===== src/rtl/core/cip_acu_pkg.sv =====
// Shared types, constants and saturating arithmetic helpers for the CIP
// advection cell update block. No dependencies.

package cip_acu_pkg;

   localparam int VALUE_WIDTH = 32;
   localparam int IW          = 48;
   localparam int LIM_EXP     = 46;
   localparam int FRAC        = 16;
   localparam int EXT_W       = 65;
   localparam int COURANT_W   = 16;
   localparam int QUEUE_DEPTH = 4;
   localparam int MUL_LAT     = 4;
   localparam int MUL_SPLIT   = 24;

   localparam logic [COURANT_W-1:0] COURANT_RESET = COURANT_W'(8192);

   typedef logic signed [VALUE_WIDTH-1:0] value_type;
   typedef logic signed [IW-1:0]          ival_type;
   typedef logic [COURANT_W-1:0]          courant_type;

   typedef struct packed {
      value_type value_left;
      value_type value_center;
      value_type value_right;
      value_type slope_left;
      value_type slope_center;
      value_type slope_right;
   } req_type;

   typedef struct packed {
      value_type new_value;
      value_type new_slope;
      logic      saturated;
   } rsp_type;

   typedef struct packed {
      logic     hit;
      ival_type v;
   } sat_type;

   typedef struct packed {
      logic      hit;
      value_type v;
   } osat_type;

   // classified stencil: upwind side already picked
   typedef struct packed {
      logic     left;
      logic     hit;
      ival_type fc;
      ival_type fu;
      ival_type gc;
      ival_type gu;
   } cls_type;

   typedef struct packed {
      logic     left;
      logic     hit;
      ival_type fc;
      ival_type fu;
      ival_type gc;
      ival_type gu;
      ival_type d;
      ival_type ga;
      ival_type g2;
      ival_type d2;
      ival_type t;
      ival_type a;
      ival_type d3;
      ival_type b;
      ival_type a2;
      ival_type t3;
      ival_type b2;
      ival_type x;
      ival_type v;
      ival_type h;
      ival_type hh;
   } ctx_type;

   localparam ival_type LIM_POS =
      {{(IW-LIM_EXP-1){1'b0}}, 1'b1, {LIM_EXP{1'b0}}};
   localparam ival_type LIM_NEG = -LIM_POS;

   localparam logic signed [IW:0] SUM_MAX =
      {{(IW-LIM_EXP){1'b0}}, 1'b1, {LIM_EXP{1'b0}}};
   localparam logic signed [EXT_W-1:0] EXT_LIM =
      {{(EXT_W-LIM_EXP-1){1'b0}}, 1'b1, {LIM_EXP{1'b0}}};
   localparam logic signed [EXT_W-1:0] VMAX_E =
      {{(EXT_W-VALUE_WIDTH+1){1'b0}}, {(VALUE_WIDTH-1){1'b1}}};
   localparam logic signed [EXT_W-1:0] VMIN_E = ~VMAX_E;
   localparam value_type VAL_MAX = {1'b0, {(VALUE_WIDTH-1){1'b1}}};
   localparam value_type VAL_MIN = {1'b1, {(VALUE_WIDTH-1){1'b0}}};

   function automatic sat_type sadd(ival_type a, ival_type b);
      logic signed [IW:0] s;
      sat_type r;
      s = {a[IW-1], a} + {b[IW-1], b};
      r.hit = 1'b0;
      r.v   = s[IW-1:0];
      if (s > SUM_MAX) begin
         r.hit = 1'b1;
         r.v   = LIM_POS;
      end else if (s < -SUM_MAX) begin
         r.hit = 1'b1;
         r.v   = LIM_NEG;
      end
      return r;
   endfunction

   function automatic sat_type clamp_in(value_type x);
      logic signed [EXT_W-1:0] e;
      sat_type r;
      e = {{(EXT_W-VALUE_WIDTH){x[VALUE_WIDTH-1]}}, x};
      r.hit = 1'b0;
      r.v   = e[IW-1:0];
      if (e > EXT_LIM) begin
         r.hit = 1'b1;
         r.v   = LIM_POS;
      end else if (e < -EXT_LIM) begin
         r.hit = 1'b1;
         r.v   = LIM_NEG;
      end
      return r;
   endfunction

   function automatic osat_type out_sat(ival_type v);
      logic signed [EXT_W-1:0] e;
      osat_type r;
      e = {{(EXT_W-IW){v[IW-1]}}, v};
      r.hit = 1'b0;
      r.v   = e[VALUE_WIDTH-1:0];
      if (e > VMAX_E) begin
         r.hit = 1'b1;
         r.v   = VAL_MAX;
      end else if (e < VMIN_E) begin
         r.hit = 1'b1;
         r.v   = VAL_MIN;
      end
      return r;
   endfunction

endpackage


===== src/rtl/core/cip_acu_front.sv =====
// Front end: takes stencil items, clamps inputs and picks the upwind side.
// Depends on cip_acu_pkg.

module cip_acu_front (
   input  logic                 clock,
   input  logic                 reset,
   input  logic                 req_valid,
   output logic                 req_ready,
   input  cip_acu_pkg::req_type req_data,
   output logic                 cls_valid,
   input  logic                 cls_ready,
   output cip_acu_pkg::cls_type cls_data
);

   localparam int IW = cip_acu_pkg::IW;

   logic                 vld_ff;
   cip_acu_pkg::cls_type data_ff, data_in;

   always_comb begin
      cip_acu_pkg::sat_type fl, fc, fr, gl, gc, gr;
      fl = cip_acu_pkg::clamp_in(req_data.value_left);
      fc = cip_acu_pkg::clamp_in(req_data.value_center);
      fr = cip_acu_pkg::clamp_in(req_data.value_right);
      gl = cip_acu_pkg::clamp_in(req_data.slope_left);
      gc = cip_acu_pkg::clamp_in(req_data.slope_center);
      gr = cip_acu_pkg::clamp_in(req_data.slope_right);
      // zero velocity goes upwind to the left
      data_in.left = !fc.v[IW-1];
      data_in.hit  = fl.hit | fc.hit | fr.hit | gl.hit | gc.hit | gr.hit;
      data_in.fc   = fc.v;
      data_in.gc   = gc.v;
      data_in.fu   = data_in.left ? fl.v : fr.v;
      data_in.gu   = data_in.left ? gl.v : gr.v;
   end

   assign req_ready = !vld_ff || cls_ready;

   always_ff @(posedge clock) begin
      if (reset) begin
         vld_ff <= 1'b0;
      end else if (req_ready) begin
         vld_ff <= req_valid;
      end
   end

   always_ff @(posedge clock) begin
      if (req_valid && req_ready) begin
         data_ff <= data_in;
      end
   end

   assign cls_valid = vld_ff;
   assign cls_data  = data_ff;

endmodule


===== config.mk =====
export PLATFORM = sky130hd
export DESIGN_NAME = cip_acu_front
export DESIGN_NICKNAME = d
export VERILOG_FILES = /design/src/rtl/core/cip_acu_pkg.sv /design/src/rtl/core/cip_acu_front.sv
export SDC_FILE = /design/constraint.sdc
export NUM_CORES = 1
export LEC_CHECK = 0
export ABC_CLOCK_PERIOD_IN_PS = 3900
export BUFFER_PORTS_ARGS = -buffer_cell sky130_fd_sc_hd__clkbuf_2
export CORE_AREA = 5 5 151 153
export CTS_CLUSTER_DIAMETER = 150
export DETAILED_ROUTE_END_ITERATION = 10
export DIE_AREA = 0 0 156 158
export PLACE_DENSITY = 0.68
export SYNTH_ARGS = -nofsm -noshare
export SYNTH_HDL_FRONTEND = slang
export SYNTH_SLANG_ARGS = --single-unit

===== constraint.sdc =====
create_clock -name clock -period 3.9 [get_ports clock]
set_clock_uncertainty 0.05 [all_clocks]
set_input_delay 0.39 -clock clock [delete_from_list [all_inputs] [get_ports clock]]
set_output_delay 0.39 -clock clock [all_outputs]
set_load 0.005 [all_outputs]

## Word level (Yosys, flattened, before mapping)

Index checks and enable logic that the tools add are counted.

| word-level totals | value |
|---|---|
| input bits | 196 |
| logic and storage cells | 46 |
| flip-flop bits (word level) | 195 |

| cells by class | value |
|---|---|
| magnitude comparators | 12 |
| reductions and logical operators | 6 |
| bitwise gates (word level) | 5 |
| mux-type cells | 14 |

Operator list:

| operator | number |
|---|---|
| $mux 49 | 12 |
| $gt 32x48->1 const B | 6 |
| $lt 32x47->1 const B | 6 |
| $mux 48 | 2 |
| $or 1x1->1 | 5 |
| $reduce_or 2->1 | 2 |
| $logic_not 1->1 | 2 |
| $logic_and 1x1->1 | 1 |
| $logic_or 1x1->1 | 1 |

## Longest topological paths before layout

| depth | value |
|---|---|
| depth in word-level cells | 8 |
| mapped depth | 3 |
| mapped depth without buffers | 2 |

## Worst setup path after synthesis

OpenSTA, ideal clock, no wires.

| timing | value |
|---|---|
| path kind | input -> register |
| start point | in cls_ready |
| end point | reg data_ff (netlist bit cls_data[0]) (enable) |
| arrival | 3.522 ns |
| setup time | 0.504 ns |
| required time | 3.346 ns |
| stages | 2 |
| path slack | -0.176 ns |
| path through | nand2b_1 -> and2_1 |

| between the ends | value |
|---|---|
| longest elaborated chain between the ends | 2 |

Ends and longest elaborated chain:

| what | line | RTL |
|---|---|---|
| from (decl) | cip_acu_front.sv:11 | `input logic cls_ready,` |
| $logic_or 1x1->1 | cip_acu_front.sv:37 | `assign req_ready = !vld_ff \|\| cls_ready;` |
| $logic_and 1x1->1 | cip_acu_front.sv:48 | `if (req_valid && req_ready) begin` |
| to (signal assigned) | cip_acu_front.sv:49 | `data_ff <= data_in;` |
| to (decl) | cip_acu_front.sv:18 | `cip_acu_pkg::cls_type data_ff, data_in;` |

No other way between the ends.
A chain may end at the register's enable or synchronous reset.

## Final worst setup path

| timing | value |
|---|---|
| start point | reg vld_ff (netlist: cls_valid) |
| end point | reg data_ff (netlist bit cls_data[27]) (enable) |

| between the ends | value |
|---|---|
| longest elaborated chain between the ends | 3 |

Ends and longest elaborated chain:

| what | line | RTL |
|---|---|---|
| from (decl) | cip_acu_front.sv:17 | `logic vld_ff;` |
| from (signal assigned) | cip_acu_front.sv:43 | `vld_ff <= req_valid;` |
| $logic_not 1->1 | cip_acu_front.sv:37 |  |
| $logic_or 1x1->1 | cip_acu_front.sv:37 |  |
| $logic_and 1x1->1 | cip_acu_front.sv:48 |  |

No other way between the ends.

==> impl_metrics.py <==
metrics = {
    "run_status": {
        "status": "completed",
    },
    "logic_synthesis": {
        "yosys_register_bits": 130,
        "yosysWarningCount": 0,
        "synth_nets": 468,
        "yosysSeqAreaShare_pct": 72.3,
        "synth_area_leaders": "edfxtp_1 72%, mux2_4 14%, buf_4 9.1%",
        "yosysUniqueCellTypes": 12,
        "synth_area_sq_um": 5390,
        "synth_top_area_cell": "edfxtp_1",
        "syn_inst": 272,
        "syn_avg_cell_area_sq_um": 19.8,
        "synth_top_area_share_pct": 71.9,
    },
    "final_layout": {
        "multiInputGateArea_sq_um": 928,
        "n_antenna_cell": 0,
        "final-seq-area_sq_um": 3890,
        "final_cell_mix": "389 x clkbuf_2, 129 x edfxtp_1, 49 x mux2_4",
        "fillCellCount": 2068,
        "layout_commonest_cell": "clkbuf_2",
        "nets": 809,
        "drive_gt1_share_pct": 77.8,
        "utilization_pct": 36.5,
        "syn_to_final_growth_pct": 45.1,
    },
    "grt": {
        "grt_remaining_overflow": 0,
        "grt_pass1_vias": 3536,
        "grt_max_degree": 62,
        "grt_antenna_before_repair": 0,
        "grt_pass1_wl_mm": 20.3,
        "grt_use_total_pct": 11.1,
    },
    "setup_path": {
        "crit_chain": "nand2b_1 > and2_4 > buf_4",
        "crit_buf_inv": 1,
        "crit_path_top_delay_cell": "and2_4",
        "worstSetupPathType": "reg2reg",
        "reg2reg_depth": 3,
        "r2r_slack_ns": 1.96,
        "worstPathArrival_ns": 1.97,
        "end_kind": "flip-flop",
        "r2r_start": "cls_valid",
        "start_kind": "flip-flop",
        "r2r-end": "cls_data[27]",
        "cp_max_fo": 61,
        "crit_family": "simple AND/OR/NAND/NOR gates",
        "cp_data_required_time_ns": 3.93,
        "crit_path_max_incr_delay_ns": 0.70,
    },
    "clocking": {
        "clk_pin_slew_worst_paths_ns": 0.06,
        "cts_resized": 0,
        "cts_tree": "built",
        "cts-root-buf": "clkbuf_16",
        "cts_hold_buffers": 0,
        "cts_made_buffers": 17,
        "htreeDepth": 4,
        "cts_buffer_depth": 2,
        "cts.sinks": 130,
        "post_cts_buffers": 0,
        "insertion_delay_ns": 0.40,
    },
    "detailed_routing": {
        "dr_total_vias": 3437,
        "drc": 0,
        "first_iter_violations": 117,
        "ant_nets": 0,
        "wl_per_cell_um": 16.4,
        "dr.pass1.iters": 4,
        "vias_per_cell": 3.79,
        "routed_wl_mm": 14.8,
    },
    "sta": {
        "final-hold-violation-count": 0,
        "tightest_slew_ns": 0.859,
        "timing.setup.tns_ns": 0,
        "drv_slew": 0,
        "fmax_mhz": 516,
        "finalCriticalPeriod_ns": 1.94,
        "slew_headroom_pct": 42.7,
        "setup_violations": 0,
        "rsz0062_at_grt": "no",
        "period_share_pct": 49.7,
    },
    "power": {
        "p_leak_uw": 0.00369,
        "peakVddDrop_mv": 0.240,
        "cellPowerDensity_nw_per_um2": 488,
    },
    "floorplanning": {
        "start_util_pct": 25.2,
        "dieHeight_um": 158,
        "dieWidth_um": 156,
        "rows": 54,
        "io_pins": 392,
        "dieArea_sq_um": 24600,
        "coreArea_sq_um": 21400,
    },
    "worst_hold_path": {
        "min_from": "reset",
        "whs_endpoint": "cls_valid",
        "hold_path_class": "in2reg",
        "hold_depth": 2,
    },
    "job": {
        "drv_cap": 0,
    },
    "place": {
        "gp_congestion": 0.779,
        "portBuffers": 390,
        "dp_hpwl_mm": 11.8,
    },
}
-- logic make-up after synthesis --
logic type             after synthesis  share of synthesized area, %
buffers and inverters               74                          10.5
flip-flops                         130                          72.3
AND/OR/NAND/NOR                      2                         0.232
AO/OA/AOI/OAI                        1                        0.0928
other                                1                        0.0696
multiplexers                        64                          16.8
-- worst register-to-register path, stage by stage (launching register included) --
cell and delay, ns:
dfxtp_1 0.31, nand2b_1 0.12, and2_4 0.70, buf_4 0.43
-- flip-flops by register name (all words and copies together) (netlist names) --
register   count
cls_data     129
cls_valid      1
-- layer usage --
layer | part of all wire [%] | global-route usage [%] | up-vias
met3 | 12 | 5.11 | 8
met1 | 36 | 12.4 | 1569
li1 | - | - | 1633
met4 | 1.1 | 3.88 | 0
met5 | 0 | 0 | -
met2 | 51 | 18.8 | 227
-- final cells by class --
| cell class | instances | area share [%] |
|---|---|---|
| Clock buffer | 19 | 5.54 |
| Clock inverter | 13 | 2.66 |
| Inverter | 2 | 0.0960 |
| Multi-Input combinational cell | 68 | 11.9 |
| Sequential cell | 130 | 49.8 |
| Tap cell | 280 | 4.48 |
| Timing Repair Buffer | 394 | 25.5 |
-- how the worst max path moves through the flow --
stage,start,to,slack [ns],depth (start not counted)
3_3_place_gp,cls_ready,cls_data[29],1.79,4
2_1_floorplan,cls_ready,cls_data[0],1.26,2
3_5_place_dp,cls_ready,cls_data[30],1.74,4
4_1_cts,cls_valid,cls_data[27],1.92,3
6_report,cls_valid,cls_data[27],1.96,3
5_1_grt,cls_valid,cls_data[27],1.83,3
-- power breakdown --
part	leakage (uW)	total [uW]	switching (uW)	internal [uW]
clock network	0.000303	1750	610	1140
logic	0.00213	384	163	222
registers	0.00126	1690	36.9	1650
total	0.00369	3820	809	3010
-- metrics by stage --
stage	hold slack, ns	instances	total power, uW	cell area, sq um	setup slack (ns)
finish	0.0876	906	3820	7820	1.96
global route	0.0722	906	3990	7820	1.83
CTS	0.0580	906	3890	7820	1.92
detailed placement	0.482	874	2110	7180	1.74
global placement	0.462	874	2100	7180	1.79
floorplan	0.409	272	1910	5390	1.26
-- synth_stat cells --
library cell / n
edfxtp_1: 129
buf_4: 65
mux2_4: 49
mux2_2: 15
buf_6: 6
inv_1: 2
a21oi_1: 1
and2_1: 1
buf_2: 1
conb_1: 1
dfxtp_1: 1
nand2b_1: 1
Note: power is estimated with default switching activity, not from simulation.
