$ cat config.mk
export PLATFORM = sky130hd
export DESIGN_NAME = cip_acu_queue
export DESIGN_NICKNAME = d
export VERILOG_FILES = /design/src/rtl/core/cip_acu_pkg.sv /design/src/rtl/core/cip_acu_queue.sv
export SDC_FILE = /design/constraint.sdc
export NUM_CORES = 1
export LEC_CHECK = 0
export BUFFER_PORTS_ARGS = -buffer_cell sky130_fd_sc_hd__buf_4
export CAP_MARGIN = 25
export CORE_UTILIZATION = 61
export CTS_BUF_LIST = sky130_fd_sc_hd__clkbuf_8 sky130_fd_sc_hd__clkbuf_16
export CTS_CLUSTER_SIZE = 24
export DETAILED_ROUTE_END_ITERATION = 16
export GPL_ROUTABILITY_DRIVEN = 0
export PLACE_DENSITY = 0.84
export SYNTH_ARGS = -nofsm -noshare
export SYNTH_HDL_FRONTEND = slang
export SYNTH_SLANG_ARGS = --single-unit
$ cat constraint.sdc
create_clock -name clock -period 8.23 [get_ports clock]
set_input_delay 0.4115 -clock clock [delete_from_list [all_inputs] [get_ports clock]]
set_output_delay 0.4115 -clock clock [all_outputs]
set_load 0.02 [all_outputs]
$ cat src/rtl/core/cip_acu_pkg.sv
// Shared types, constants and saturating arithmetic helpers for the CIP
// advection cell update block. No dependencies.

package cip_acu_pkg;

   localparam int VALUE_WIDTH = 32;
   localparam int IW          = 48;
   localparam int LIM_EXP     = 46;
   localparam int FRAC        = 16;
   localparam int EXT_W       = 65;
   localparam int COURANT_W   = 16;
   localparam int QUEUE_DEPTH = 4;
   localparam int MUL_LAT     = 4;
   localparam int MUL_SPLIT   = 24;

   localparam logic [COURANT_W-1:0] COURANT_RESET = COURANT_W'(8192);

   typedef logic signed [VALUE_WIDTH-1:0] value_type;
   typedef logic signed [IW-1:0]          ival_type;
   typedef logic [COURANT_W-1:0]          courant_type;

   typedef struct packed {
      value_type value_left;
      value_type value_center;
      value_type value_right;
      value_type slope_left;
      value_type slope_center;
      value_type slope_right;
   } req_type;

   typedef struct packed {
      value_type new_value;
      value_type new_slope;
      logic      saturated;
   } rsp_type;

   typedef struct packed {
      logic     hit;
      ival_type v;
   } sat_type;

   typedef struct packed {
      logic      hit;
      value_type v;
   } osat_type;

   // classified stencil: upwind side already picked
   typedef struct packed {
      logic     left;
      logic     hit;
      ival_type fc;
      ival_type fu;
      ival_type gc;
      ival_type gu;
   } cls_type;

   typedef struct packed {
      logic     left;
      logic     hit;
      ival_type fc;
      ival_type fu;
      ival_type gc;
      ival_type gu;
      ival_type d;
      ival_type ga;
      ival_type g2;
      ival_type d2;
      ival_type t;
      ival_type a;
      ival_type d3;
      ival_type b;
      ival_type a2;
      ival_type t3;
      ival_type b2;
      ival_type x;
      ival_type v;
      ival_type h;
      ival_type hh;
   } ctx_type;

   localparam ival_type LIM_POS =
      {{(IW-LIM_EXP-1){1'b0}}, 1'b1, {LIM_EXP{1'b0}}};
   localparam ival_type LIM_NEG = -LIM_POS;

   localparam logic signed [IW:0] SUM_MAX =
      {{(IW-LIM_EXP){1'b0}}, 1'b1, {LIM_EXP{1'b0}}};
   localparam logic signed [EXT_W-1:0] EXT_LIM =
      {{(EXT_W-LIM_EXP-1){1'b0}}, 1'b1, {LIM_EXP{1'b0}}};
   localparam logic signed [EXT_W-1:0] VMAX_E =
      {{(EXT_W-VALUE_WIDTH+1){1'b0}}, {(VALUE_WIDTH-1){1'b1}}};
   localparam logic signed [EXT_W-1:0] VMIN_E = ~VMAX_E;
   localparam value_type VAL_MAX = {1'b0, {(VALUE_WIDTH-1){1'b1}}};
   localparam value_type VAL_MIN = {1'b1, {(VALUE_WIDTH-1){1'b0}}};

   function automatic sat_type sadd(ival_type a, ival_type b);
      logic signed [IW:0] s;
      sat_type r;
      s = {a[IW-1], a} + {b[IW-1], b};
      r.hit = 1'b0;
      r.v   = s[IW-1:0];
      if (s > SUM_MAX) begin
         r.hit = 1'b1;
         r.v   = LIM_POS;
      end else if (s < -SUM_MAX) begin
         r.hit = 1'b1;
         r.v   = LIM_NEG;
      end
      return r;
   endfunction

   function automatic sat_type clamp_in(value_type x);
      logic signed [EXT_W-1:0] e;
      sat_type r;
      e = {{(EXT_W-VALUE_WIDTH){x[VALUE_WIDTH-1]}}, x};
      r.hit = 1'b0;
      r.v   = e[IW-1:0];
      if (e > EXT_LIM) begin
         r.hit = 1'b1;
         r.v   = LIM_POS;
      end else if (e < -EXT_LIM) begin
         r.hit = 1'b1;
         r.v   = LIM_NEG;
      end
      return r;
   endfunction

   function automatic osat_type out_sat(ival_type v);
      logic signed [EXT_W-1:0] e;
      osat_type r;
      e = {{(EXT_W-IW){v[IW-1]}}, v};
      r.hit = 1'b0;
      r.v   = e[VALUE_WIDTH-1:0];
      if (e > VMAX_E) begin
         r.hit = 1'b1;
         r.v   = VAL_MAX;
      end else if (e < VMIN_E) begin
         r.hit = 1'b1;
         r.v   = VAL_MIN;
      end
      return r;
   endfunction

endpackage

$ cat src/rtl/core/cip_acu_queue.sv
// Short FIFO of classified items between front and back end.
// Depends on cip_acu_pkg.

module cip_acu_queue #(
   parameter int DEPTH = cip_acu_pkg::QUEUE_DEPTH
) (
   input  logic                 clock,
   input  logic                 reset,
   input  logic                 push_valid,
   output logic                 push_ready,
   input  cip_acu_pkg::cls_type push_data,
   output logic                 pop_valid,
   input  logic                 pop_ready,
   output cip_acu_pkg::cls_type pop_data
);

   localparam int AW = (DEPTH > 1) ? $clog2(DEPTH) : 1;
   localparam int CW = $clog2(DEPTH + 1);

   cip_acu_pkg::cls_type mem_ff [DEPTH];
   logic [AW-1:0]        wr_ptr_ff, wr_ptr_in, rd_ptr_ff, rd_ptr_in;
   logic [CW-1:0]        count_ff, count_in;
   logic                 push, pop;

   assign push_ready = count_ff != CW'(DEPTH);
   assign pop_valid  = count_ff != '0;
   assign push       = push_valid && push_ready;
   assign pop        = pop_valid && pop_ready;
   assign pop_data   = mem_ff[rd_ptr_ff];

   always_comb begin
      wr_ptr_in = wr_ptr_ff;
      rd_ptr_in = rd_ptr_ff;
      count_in  = count_ff;
      if (push) begin
         wr_ptr_in = (wr_ptr_ff == AW'(DEPTH - 1)) ? '0 : wr_ptr_ff + 1'b1;
      end
      if (pop) begin
         rd_ptr_in = (rd_ptr_ff == AW'(DEPTH - 1)) ? '0 : rd_ptr_ff + 1'b1;
      end
      if (push && !pop) begin
         count_in = count_ff + 1'b1;
      end else if (pop && !push) begin
         count_in = count_ff - 1'b1;
      end
   end

   always_ff @(posedge clock) begin
      if (reset) begin
         wr_ptr_ff <= '0;
         rd_ptr_ff <= '0;
         count_ff  <= '0;
      end else begin
         wr_ptr_ff <= wr_ptr_in;
         rd_ptr_ff <= rd_ptr_in;
         count_ff  <= count_in;
      end
   end

   always_ff @(posedge clock) begin
      if (push) begin
         mem_ff[wr_ptr_ff] <= push_data;
      end
   end

   a_count_bound: assert property (@(posedge clock) disable iff (reset)
      count_ff <= CW'(DEPTH))
      else $error("queue count above depth");

   a_count_inc: assert property (@(posedge clock) disable iff (reset)
      (push && !pop) |=> (count_ff == $past(count_ff) + 1'b1))
      else $error("queue count did not follow push");

   a_ptr_gap: assert property (@(posedge clock) disable iff (reset)
      (count_ff == '0) |-> (wr_ptr_ff == rd_ptr_ff))
      else $error("empty queue with pointers apart");

endmodule

* Yosys cells after proc, flatten, opt, wreduce, memory -nomap -nowiden
Memories as Yosys holds them, arrays and structs flattened. A register that Yosys moved wholly into a read port is not among the register bits. Cells that the tools add are included.
Operators by class: add/sub/neg operators 4, eq/ne operators 3, muxes and demuxes 8, reductions and logical operators 8
Operator list (count):
- 2-bit two-way mux | 4
- 3-bit two-way mux | 2
- 2-bit by 1-bit adder with 2-bit output (second input constant) | 2
- 2-bit == test (second input constant) | 2
- 1-bit logical AND | 4
- 3-bit by 1-bit adder with 3-bit output (second input constant) | 1
- 3-bit inequality test (second input constant) | 1
- 3-bit nonzero test | 1
- 3-bit by 1-bit subtractor with 3-bit output (second input constant) | 1
- 1-bit zero test | 2
- 1-bit two-way mux | 2
- 2-bit nonzero test | 1
Storage, ports and cells: register bits 7, bits in writable memories 776, input port bits 198, logic and storage cells 27, memories kept 1
Memories:
- mem_ff | words 4, bits a word 194, rd ports 1, clocked after memory_dff 1, wr ports 1, line cip_acu_queue.sv:20 | cip_acu_pkg::cls_type mem_ff [DEPTH];

* Depth between registers and ports, before layout
word-level depth 6, gate-level depth with buffers 9

* Worst setup path after synthesis
No wires, ideal clock.
path type register to register, from register count_ff[0], to memory mem_ff[0][0] in the netlist's numbering, enable pin, arrival 3.115 ns, data required time 7.761 ns, slack 4.646 ns, stages on the path, launching flop included 4, clock period less this slack 3.584 ns, cells stage by stage dfxtp_1 -> or3b_1 -> clkbuf_2 -> and3_2
On the way: longest elaborated chain between the ends 4
RTL lines:
- from (decl) | line cip_acu_queue.sv:22 | logic [CW-1:0] count_ff, count_in;
- from (signal assigned) | line cip_acu_queue.sv:56 | count_ff <= count_in;
- 3-bit inequality test | line cip_acu_queue.sv:25 | assign push_ready = count_ff != CW'(DEPTH);
- via push_ready | line cip_acu_queue.sv:10 | output logic push_ready,
- 1-bit logical AND | line cip_acu_queue.sv:27 | assign push = push_valid && push_ready;
- 1-bit two-way mux | line cip_acu_queue.sv:61 | if (push) begin
- 1-bit two-way mux (implied by the code) | line cip_acu_queue.sv:62 | mem_ff[wr_ptr_ff] <= push_data;
- to (decl) | line cip_acu_queue.sv:20
The timed path passes the listed nets, and every way through them passes these cells.

==> results.yml <==
status:
  status: "finished, final reports clean"
synthesis:
  synthFlopType: "edfxtp_1"
  synth_most_common_cell: "edfxtp_1"
  synth_common_cells: "776 x edfxtp_1, 194 x mux4_2, 22 x buf_2"
  synthMuxAreaShare_pct: 15.4
  synth_top_family_by_area: "multiplexers"
  syn_area_um2: 28500
  synth-async-reset-ratio_pct: 0
  synth_nets: 1267
  ys_seq_elements: 785
  synth_edf_count: 776
  synth_cells: 1062
  yosys_warnings: 0
  synth_area_leaders: "edfxtp_1 82%, mux4_2 15%, buf_6 0.71%, dfxtp_1 0.63%, buf_2 0.39%"
  synth_top_area_share_pct: 81.8
  synth_cell_type_count: 26
  synth_xor_area_share_pct: 0.0615
  synth-simple-area-share_pct: 0.373
  yosys.area.top_type: "edfxtp_1"
  synth_compound_area_share_pct: 0.123
  synthAdderAreaFrac_pct: 0.334
  avgSynthCellArea_um2: 26.8
  synth_seq_area_share_pct: 82.4
routing:
  wirelength_um: 71900
  via_per_inst: 6.14
  drc: 0
  drtAntennaViolNets: 0
  drt_iter0_markers: 1566
  firstDrtPassIters: 5
  vias: 14400
  avgRoutedWirePerCell_um: 30.6
cells_and_area:
  multi_input_area_um2: 4670
  drive_gt1_share_pct: 40.9
  nets: 1895
  regArea_um2: 23500
  fillers: 2056
  area_growth_pct: 27.4
setup_path:
  crit_slowest_cell: "dfxtp_4"
  worst_path_most_repeated_cell: "buf_4"
  rr_endpoint: "mem_ff[1][127]"
  critPathTopFamily: "buffers and inverters"
  crit_type: "flop to output port"
  reg2reg_from: "count_ff[0]"
  endpoint_kind: "output port"
  cp_cell_sequence: "buf_4 > buf_4 > mux4_2 > buf_4"
  worst_ep_required_time_ns: 7.82
  r2r_cells: 3
  crit_cells: 4
  arrival_ns: 3.43
  slowest_delay_ns: 0.83
  path_buf_inv: 3
  cp_max_fo: 55
  worstSetupStartpointType: "flop"
  reg2reg_slack_ns: 5.11
sta:
  skew_ns: 0.0250
  setup_viol: 0
  final-hold-violation-count: 0
  tns_ns: 0
  slew_headroom_pct: 14.0
  period_share_pct: 46.7
  rsz0062_at_grt: "false"
  worst_slew_pin_slew_ns: 1.29
  slew_violations: 0
  period_minus_slack_ns: 3.85
  fmax_mhz: 260
clock_tree:
  clockBufferDepth: 3
  clkTransAtPathRegs_ns: 0.06
  insertion_delay_ns: 0.62
  ctsHoldBuffers: 191
  postCtsSetupBuffers: 0
  cts_sinks: 785
  tritoncts: "built"
  ctsResizeCount: 0
  cts_max_level: 3
  cts-root-buf: "clkbuf_16"
  numCtsBuffers: 74
placement:
  dp_hpwl_um: 34600
  portBuffers: 393
die:
  die_area_um2: 47600
  die_h_um: 218
  boundaryPins: 394
  rows: 78
  fp.dieW_um: 218
  core_area_um2: 45700
  start_util_pct: 62.4
global_route:
  antenna_found_initial: 4
  grt_first_pass_wirelength_um: 103000
  grt_max_degree: 158
  grt_usage_pct: 30.7
  grt_pass1_vias: 15500
  grt_overflow_total: 0
power:
  peakVddDrop_mv: 0.256
  p_per_area_nw_per_um2: 305
  total_power_mw: 11.1
  p_leak_nw: 12.3
hold_path:
  min_path_cells: 1
  hold_end: "mem_ff[2][36]"
  min_from: "push_data[36]"
  hold_path.class: "input port to flop"
flow_run:
  cap_violations: 0
## logic make-up after synthesis
logic type	count (synthesis)
xor+xnor	2
compound gates	5
flops	785
fa+ha+maj	7
mux	197
simple gates	17
buf+inv	49
## cell usage in the layout, fill, tap and decap left out, types with 2 or more instances in the layout
| cell | count |
|---|---|
| edfxtp_1 | 776 |
| buf_4 | 402 |
| mux4_2 | 194 |
| dlygate4sd3_1 | 191 |
| clkbuf_16 | 77 |
| clkinv_1 | 16 |
| inv_1 | 15 |
| clkinv_2 | 14 |
| dfxtp_1 | 7 |
| ha_1 | 6 |
| bufinv_16 | 6 |
| diode_2 | 4 |
| and3_4 | 4 |
| nor2_1 | 3 |
| mux2i_1 | 3 |
| buf_12 | 3 |
| or3_2 | 2 |
| xor2_1 | 2 |
| a21oi_1 | 2 |
| nand2b_1 | 2 |
| dfxtp_4 | 2 |
| inv_6 | 2 |
| clkinvlp_4 | 2 |
| buf_16 | 2 |
## worst max path at each step
| stage | startpoint | end |
|---|---|---|
| after floorplan | count_ff[0] | mem_ff[0][0] |
| after global placement | count_ff[0] | mem_ff[0][163] |
| after detailed placement | count_ff[0] | mem_ff[0][162] |
| after CTS | flop | pop_data[144] |
| after global routing | flop | pop_data[144] |
| final | flop | pop_data[144] |
## layout make-up
type	count	share of cell area, %
Clock inverter	53	1.09
Inverter	3	0.0310
Tap cell	600	2.07
Sequential cell	785	64.7
Timing Repair Buffer	598	13.9
Antenna cell	4	0.0276
Clock buffer	77	5.31
Multi-Input combinational cell	228	12.9
## state kept, by name, summed over array words and instances, names as in the netlist, named ones only
| name | cells |
|---|---|
| mem_ff | 776 |
| count_ff | 3 |
| rd_ptr_ff | 2 |
| wr_ptr_ff | 2 |
## per-stage QoR
stage	std cells	hold WS, ns	util (%)	area, µm²	setup slack (ns)
after floorplan	1062	0.463	-	28500	4.65
after global placement	2021	0.469	70.1	32000	4.86
after detailed placement	2021	0.479	70.1	32000	4.85
after CTS	2342	0.000618	79.3	36200	4.27
after global routing	2346	0.0194	79.5	36300	4.30
final	2348	0.0376	79.5	36300	4.38
## where the power goes
part	internal (mW)	total, mW	switching (mW)
Clock	1.88	3.37	1.49
Sequential	4.85	5.04	0.193
Combinational	1.18	2.66	1.47
## layer usage
layer | GRT usage (%) | part of all wire, %
met3 | 7.39 | 8.7
met4 | 11.4 | 3.4
met5 | 0 | 0.015
met1 | 37.2 | 34
met2 | 53.8 | 54
## worst register-to-register path, cell delays in order, from the launching register on
cell	delay, ns
dfxtp_1	0.46
or3b_1	0.33
and3_4	0.94
buf_4	0.96
Power figures use the tool's default switching activity.
